<file path="src/hdl/cppm_pkg.sv">
`timescale 1ns / 1ps

package cppm_pkg;

    localparam int EdgeTimeW  = 16;
    localparam int ChannelW   = 4;
    localparam int PulseW     = 16;
    localparam int SyncGapW   = 16;
    localparam int SlotW      = 4;

    typedef logic [SlotW-1:0]    t_slot;
    typedef logic [ChannelW-1:0] t_channel;

    localparam t_slot SLOT_FRAME_START = 4'd0;
    localparam t_slot SLOT_FIRST_CHAN  = 4'd1;
    localparam t_slot SLOT_LAST_PRIM   = 4'd4;
    localparam t_slot SLOT_LAST_CHAN   = 4'd8;
    localparam t_slot SLOT_IDLE        = 4'd9;

    typedef struct packed {
        t_channel            channel;
        logic [PulseW-1:0]   pulse_width;
        logic                primary_update;
    } t_result;

    typedef struct packed {
        logic    emit;
        t_slot   slot_next;
        t_result result;
    } t_decode;

    // receiver order: first four slots carry channels 3, 1, 2, 4
    function automatic t_channel chan_of_slot(input t_slot slot);
        t_channel chan;
        case (slot)
            4'd1: chan = 4'd3;
            4'd2: chan = 4'd1;
            4'd3: chan = 4'd2;
            4'd4: chan = 4'd4;
            4'd5: chan = 4'd5;
            4'd6: chan = 4'd6;
            4'd7: chan = 4'd7;
            4'd8: chan = 4'd8;
            default: chan = 4'd0;
        endcase
        return chan;
    endfunction

endpackage

</file>
<file path="src/hdl/cppm_edge_if.sv">
`timescale 1ns / 1ps

interface cppm_edge_if;
    logic                            valid;
    logic                            ready;
    logic [cppm_pkg::EdgeTimeW-1:0]  edge_time;

    modport source (output valid, output edge_time, input ready);
    modport sink   (input valid, input edge_time, output ready);
endinterface

</file>
<file path="src/hdl/cppm_chan_if.sv">
`timescale 1ns / 1ps

interface cppm_chan_if;
    logic                          valid;
    logic                          ready;
    logic [cppm_pkg::ChannelW-1:0] channel;
    logic [cppm_pkg::PulseW-1:0]   pulse_width;
    logic                          primary_update;

    modport source (output valid, output channel, output pulse_width, output primary_update,
                    input ready);
    modport sink   (input valid, input channel, input pulse_width, input primary_update,
                    output ready);
endinterface

</file>
<file path="src/hdl/cppm_decode.sv">
`timescale 1ns / 1ps

module cppm_decode #(
    parameter int TIMER_BITS = 16
) (
    input  logic [TIMER_BITS-1:0]          i_now,
    input  logic [TIMER_BITS-1:0]          i_last,
    input  logic [cppm_pkg::SyncGapW-1:0]  i_sync_gap,
    input  cppm_pkg::t_slot                i_slot,
    output cppm_pkg::t_decode              o_decode
);

    localparam int CmpW = (TIMER_BITS > cppm_pkg::SyncGapW) ? TIMER_BITS : cppm_pkg::SyncGapW;

    logic [TIMER_BITS-1:0] gap;
    logic                  is_sync;
    cppm_pkg::t_slot       slot;

    assign gap     = i_now - i_last;
    assign is_sync = CmpW'(gap) > CmpW'(i_sync_gap);

    always_comb begin
        if (is_sync) begin
            slot = cppm_pkg::SLOT_FRAME_START;
        end else if (i_slot > cppm_pkg::SLOT_IDLE) begin
            slot = cppm_pkg::SLOT_IDLE;
        end else begin
            slot = i_slot;
        end

        o_decode.emit = (slot >= cppm_pkg::SLOT_FIRST_CHAN) &&
                        (slot <= cppm_pkg::SLOT_LAST_CHAN);
        o_decode.slot_next = (slot < cppm_pkg::SLOT_IDLE) ? slot + 4'd1 : cppm_pkg::SLOT_IDLE;
        o_decode.result.channel        = cppm_pkg::chan_of_slot(slot);
        o_decode.result.pulse_width    = cppm_pkg::PulseW'(gap);
        o_decode.result.primary_update = slot <= cppm_pkg::SLOT_LAST_PRIM;
    end

endmodule

</file>
<file path="src/hdl/cppm_frame_decoder.sv">
`timescale 1ns / 1ps

// Combined PPM decoder for eight channels. Each input item is the timer stamp of one stream
// edge; the gap to the previous edge (modulo 2^TIMER_BITS) above sync_gap opens a new frame,
// and the edges that follow in slots 1-8 each deliver one item with the width of the pulse that ended and
// its receiver channel (slots 1-4 give channels 3, 1, 2, 4, slots 5-8 give 5-8), with
// primary_update set for the first four. Edges past slot 8 and before the first sync
// give nothing. One item is taken every cycle; an edge passes an input register and a
// subtract-and-compare stage into the result register, and the input stalls only while
// both the input register and the result register hold items and the result is not taken.
module cppm_frame_decoder #(
    parameter int TIMER_BITS = 16
) (
    input  logic                          i_clk,
    input  logic                          i_rst_n,
    input  logic                          i_cfg_we,
    input  logic [cppm_pkg::SyncGapW-1:0] i_cfg_wdata,
    cppm_edge_if.sink                     i_edge,
    cppm_chan_if.source                   o_chan
);

    logic                          r_in_valid;
    logic [TIMER_BITS-1:0]         r_in_time;
    logic [TIMER_BITS-1:0]         r_last;
    cppm_pkg::t_slot               r_slot;
    logic [cppm_pkg::SyncGapW-1:0] r_sync_gap;
    logic                          r_out_valid;
    cppm_pkg::t_result             r_out;

    logic              advance;
    cppm_pkg::t_decode dec;

    assign advance      = !r_out_valid || o_chan.ready;
    assign i_edge.ready = !r_in_valid || advance;

    cppm_decode #(
        .TIMER_BITS (TIMER_BITS)
    ) u_decode (
        .i_now      (r_in_time),
        .i_last     (r_last),
        .i_sync_gap (r_sync_gap),
        .i_slot     (r_slot),
        .o_decode   (dec)
    );

    always_ff @(posedge i_clk) begin
        if (!i_rst_n) begin
            r_in_valid  <= 1'b0;
            r_last      <= '0;
            r_slot      <= cppm_pkg::SLOT_IDLE;
            r_sync_gap  <= 16'd5000;
            r_out_valid <= 1'b0;
        end else begin
            if (i_cfg_we) begin
                r_sync_gap <= i_cfg_wdata;
            end
            if (i_edge.ready) begin
                r_in_valid <= i_edge.valid;
            end
            if (advance) begin
                r_out_valid <= r_in_valid && dec.emit;
                if (r_in_valid) begin
                    r_last <= r_in_time;
                    r_slot <= dec.slot_next;
                end
            end
        end
        if (i_edge.valid && i_edge.ready) begin
            r_in_time <= TIMER_BITS'(i_edge.edge_time);
        end
        if (advance && r_in_valid && dec.emit) begin
            r_out <= dec.result;
        end
    end

    assign o_chan.valid          = r_out_valid;
    assign o_chan.channel        = r_out.channel;
    assign o_chan.pulse_width    = r_out.pulse_width;
    assign o_chan.primary_update = r_out.primary_update;

endmodule
</file>
<file path="src/flat_wrapper.sv">
// flat-port wrapper written by rule: the top's interface ports become plain ports
module cppm_frame_decoder_flat 
#(
    parameter int TIMER_BITS = 16
)
  (i_clk, i_rst_n, i_cfg_we, i_cfg_wdata, i_edge_valid, i_edge_edge_time, i_edge_ready, o_chan_valid, o_chan_channel, o_chan_pulse_width, o_chan_primary_update, o_chan_ready);
  cppm_edge_if i_edge_i ();
  cppm_chan_if o_chan_i ();
  input  logic i_clk;
  input  logic i_rst_n;
  input  logic i_cfg_we;
  input  logic [cppm_pkg::SyncGapW-1:0] i_cfg_wdata;
  input wire logic [$bits(i_edge_i.valid)-1:0] i_edge_valid;
  input wire logic [$bits(i_edge_i.edge_time)-1:0] i_edge_edge_time;
  output wire logic [$bits(i_edge_i.ready)-1:0] i_edge_ready;
  output wire logic [$bits(o_chan_i.valid)-1:0] o_chan_valid;
  output wire logic [$bits(o_chan_i.channel)-1:0] o_chan_channel;
  output wire logic [$bits(o_chan_i.pulse_width)-1:0] o_chan_pulse_width;
  output wire logic [$bits(o_chan_i.primary_update)-1:0] o_chan_primary_update;
  input wire logic [$bits(o_chan_i.ready)-1:0] o_chan_ready;
  assign i_edge_i.valid = i_edge_valid;
  assign i_edge_i.edge_time = i_edge_edge_time;
  assign i_edge_ready = i_edge_i.ready;
  assign o_chan_valid = o_chan_i.valid;
  assign o_chan_channel = o_chan_i.channel;
  assign o_chan_pulse_width = o_chan_i.pulse_width;
  assign o_chan_primary_update = o_chan_i.primary_update;
  assign o_chan_i.ready = o_chan_ready;
  cppm_frame_decoder #(.TIMER_BITS(TIMER_BITS)) u_core (.i_clk(i_clk), .i_rst_n(i_rst_n), .i_cfg_we(i_cfg_we), .i_cfg_wdata(i_cfg_wdata), .i_edge(i_edge_i), .o_chan(o_chan_i));
endmodule
</file>
<file path="config.mk">
export PLATFORM = sky130hd
export DESIGN_NAME = cppm_frame_decoder_flat
export DESIGN_NICKNAME = d
export VERILOG_FILES = /design/src/hdl/cppm_pkg.sv /design/src/hdl/cppm_edge_if.sv /design/src/hdl/cppm_chan_if.sv /design/src/hdl/cppm_decode.sv /design/src/hdl/cppm_frame_decoder.sv /design/src/flat_wrapper.sv
export SDC_FILE = /design/constraint.sdc
export NUM_CORES = 1
export LEC_CHECK = 0
export ABC_CLOCK_PERIOD_IN_PS = 5600
export BUFFER_PORTS_ARGS = -buffer_cell sky130_fd_sc_hd__clkbuf_2
export CAP_MARGIN = 10
export CORE_MARGIN = 2
export CORE_UTILIZATION = 25
export DETAILED_ROUTE_END_ITERATION = 7
export GPL_TIMING_DRIVEN = 0
export PLACE_DENSITY = 0.54
export SYNTH_ARGS = -nofsm -noshare
export SYNTH_HDL_FRONTEND = slang
export SYNTH_SLANG_ARGS = --single-unit
</file>
<file path="constraint.sdc">
create_clock -name i_clk -period 5.6 [get_ports i_clk]
set_input_delay 0.28 -clock i_clk [delete_from_list [all_inputs] [get_ports i_clk]]
set_output_delay 0.28 -clock i_clk [all_outputs]
set_load 0.02 [all_outputs]
</file>
==> flow_metrics.py <==
metrics = {
    "status": {
        "status": "completed",
    },
    "critical_path": {
        "reg2reg_from": "u_core.r_in_time[0]",
        "critPathLaunchType": "register",
        "path_class": "reg2reg",
        "cp-end-kind": "register",
        "worstPathArrival_ns": 5.32,
        "cp_common_cell": "ha_1",
        "startpoint": "u_core.r_in_time[0]",
        "cp_max_fo": 7,
        "path_buf_inv": 4,
        "required_ns": 5.66,
        "crit_path_top_delay_cell": "edfxtp_1",
        "cp_top_family": "simple AND/OR/NAND/NOR gates",
        "max_stage_delay_ns": 0.38,
    },
    "final_layout": {
        "final_layout_size_suffix_gt1_frac": 0.196,
        "multi_input_area_sq_um": 1800,
        "utilization": 0.317,
        "regArea_sq_um": 1870,
        "area_growth_pct": 25.1,
        "fin_area_sq_um": 4790,
        "fillers": 1566,
        "final_cell_count_no_fill": 648,
        "nets": 527,
        "antenna_cells": 0,
    },
    "sta": {
        "worst_slack_ns": 0.340,
        "setup-tns-final_ns": 0,
        "maxSlewHeadroom": 0.534,
        "worst_slew_pin_slew_ns": 0.699,
        "max_freq_mhz": 190,
        "finalCriticalPeriod_ns": 5.26,
        "fin_crit_sh": 0.939,
        "final-hold-violation-count": 0,
        "setup_viol_count_final": 0,
        "fin_skew_ns": 0.00756,
        "slew_violations": 0,
    },
    "route": {
        "vias": 2799,
        "firstDrtPassIters": 4,
        "via_per_inst": 4.32,
        "drc": 0,
        "drt_iter0_markers": 92,
        "dr.max_layer_used": "met4",
        "final_antenna_net_count": 0,
        "dr_wl_met3_um": 447,
        "wirelength_um": 8700,
        "wl_met1_um": 4000,
        "routedWlPerCell_um": 13.4,
        "dr_wl_met2_um": 4070,
    },
    "synthesis": {
        "synth_cells": 379,
        "synth_edf_count": 37,
        "async_reset_ff_frac": 0,
        "ys_ff_latch": 75,
        "synth_warnings": 0,
        "ys_types": 45,
        "synthesis.nets": 451,
        "syn_area_sq_um": 3830,
        "ys_seq_area_frac": 0.489,
        "synthFlopType": "dfxtp_1",
        "syn-mean-instance-area_sq_um": 10.1,
    },
    "global_route": {
        "grt_first_pass_wirelength_um": 14000,
        "grt_pass1_vias": 2842,
        "grt_max_degree": 17,
        "track_usage": 0.113,
        "grt-ovfl-total": 0,
        "antenna_found_initial": 0,
    },
    "clock_network": {
        "cts.clk_slew.worst_paths_ns": 0.06,
        "root_buffer": "clkbuf_16",
        "cts_max_level": 3,
        "clkLatencyLatePin_ns": 0.34,
        "clockBufferDepth": 2,
        "tritoncts": "built",
        "cts_sinks": 75,
        "cts-buffers-inserted": 9,
    },
    "floorplanning": {
        "die-area_sq_um": 16300,
        "floorplan.initialDensity": 0.254,
        "dieWidth_um": 128,
        "core-area_sq_um": 15100,
        "num_rows": 45,
        "io_pins": 60,
        "fp.dieH_um": 128,
    },
    "flow_run": {
        "maxCapViolCount": 0,
    },
    "worst_hold_path": {
        "hp-start": "i_edge_edge_time[15]",
        "min_path_type": "in2reg",
    },
    "placement": {
        "placed_area_sq_um": 4360,
        "dp.cells": 626,
        "place.gp.congestion": 0.809,
        "dp_hpwl_um": 6650,
        "portBuffers": 59,
        "dpl_worst_slack_ns": -0.289,
    },
    "power": {
        "power_density_nw_per_um2": 347,
        "ir_worst_vdd_uv": 146,
        "p_leak_nw": 1.96,
    },
}
timing repair:
action / CTS / global route
setup buffers: 0 / 6
setup endpoints to repair: 21 / 21
hold endpoints to repair: 0 / 0
resized for setup: 3 / 5
gates cloned: 1 / 0
pin swaps: 0 / 4
hold buffers: 0 / 0
metrics by stage:
| stage | hold WS [ns] | total power [mW] |
|---|---|---|
| after floorplan | 0.379 | 0.903 |
| after global placement | 0.452 | 0.999 |
| after detailed placement | 0.457 | 1.01 |
| after CTS | 0.0986 | 1.66 |
| after global routing | 0.102 | 1.75 |
| final | 0.109 | 1.66 |
report_power, final:
part	leakage [nW]	internal (mW)	switching (mW)	total, mW
registers	0.664	0.636	0.0201	0.656
logic	1.14	0.150	0.219	0.368
clock network	0.158	0.416	0.221	0.637
layer usage:
layer,GRT usage,vias to the layer above
li1,-,1455
met1,0.136,1275
met2,0.185,58
met3,0.0321,11
met4,0.0601,0
met5,0,-
flip-flops by register name, summed over array words and instances, names as in the netlist:
signal	cells
u_core.r_last	16
u_core.r_in_time	16
u_core.o_chan.channel	4
u_core.o_chan.primary_update	1
u_core.r_sync_gap	16
u_core.o_chan.valid	1
u_core.r_in_valid	1
u_core.o_chan.pulse_width	16
u_core.r_slot	4
kinds of logic (layout without fill, tap and decap cells):
family                     after synthesis  count (layout)  share of synthesized area
and+or+nand+nor                        117             117                      0.145
DFF                                     75              75                      0.489
AOI/OAI and AO/OA                       74              74                      0.135
buffers and inverters                   52             133                     0.0513
adders and majority gates               35              35                      0.116
xor gates and xnor gates                14              14                     0.0320
muxes                                   12              12                     0.0314
Yosys cell counts, drive strengths merged (3+ instances only):
library cell | n | area share
nand2 | 54 | 0.053
mux2i | 12 | 0.031
nor2b | 15 | 0.025
dfxtp | 38 | 0.20
a21o | 3 | 0.0059
a21boi | 19 | 0.037
o211ai | 5 | 0.0098
nand3 | 3 | 0.0039
ha | 34 | 0.11
clkbuf | 10 | 0.010
and2 | 5 | 0.0082
nor3 | 5 | 0.0065
a21oi | 17 | 0.023
xnor2 | 13 | 0.030
o21a | 5 | 0.0098
edfxtp | 37 | 0.29
nand4 | 4 | 0.0065
nor2 | 16 | 0.016
nand2b | 4 | 0.0065
inv | 41 | 0.040
o21ai | 11 | 0.014
layout make-up:
cell class	count	area share
plain buffers	11	0.00888
clock buffers	12	0.0538
clock inverters	4	0.0152
inverters	41	0.0329
multi-input cells	252	0.376
flip-flops and latches	75	0.391
well taps	188	0.0491
repair buffers	64	0.0721
repair inverters	1	0.00157
cell usage in the layout (no fill, tap or decap), types with 12 or more instances in the layout:
cell,Yosys,routed
clkbuf_2,1,60
xnor2_1,13,12
nor2_1,16,16
nand2_1,54,54
ha_1,34,34
dfxtp_1,38,38
a21oi_1,16,16
nor2b_1,15,15
a21boi_0,19,19
edfxtp_1,37,37
inv_1,41,40
mux2i_1,12,12
path summary, 6_finish.rpt:
path	endpoint	slack [ns]	cells after the start
min reg2reg	u_core.r_last[9]	0.46	2
min	u_core.r_in_time[15]	0.11	1
max	u_core.o_chan.channel[1]	0.34	25
max reg2reg	u_core.o_chan.channel[1]	0.34	25
worst register-to-register path: stages, from the launching register on:
cell,delay (ns)
edfxtp_1,0.38
inv_1,0.07
ha_1,0.18
fa_1,0.22
nor2b_1,0.07
o31a_1,0.28
o221a_4,0.24
a31o_1,0.24
a31o_1,0.23
a21oi_2,0.17
xnor2_2,0.14
ha_1,0.27
nand4_1,0.20
nor3_1,0.11
nor3_2,0.27
nand4_1,0.19
and2_1,0.19
clkbuf_2,0.15
or2_2,0.32
ha_1,0.23
nor2b_1,0.14
o21ai_0,0.07
a41o_1,0.14
nand3_2,0.17
clkinvlp_4,0.16
buf_4,0.15
(Power assumes the default switching activity.)
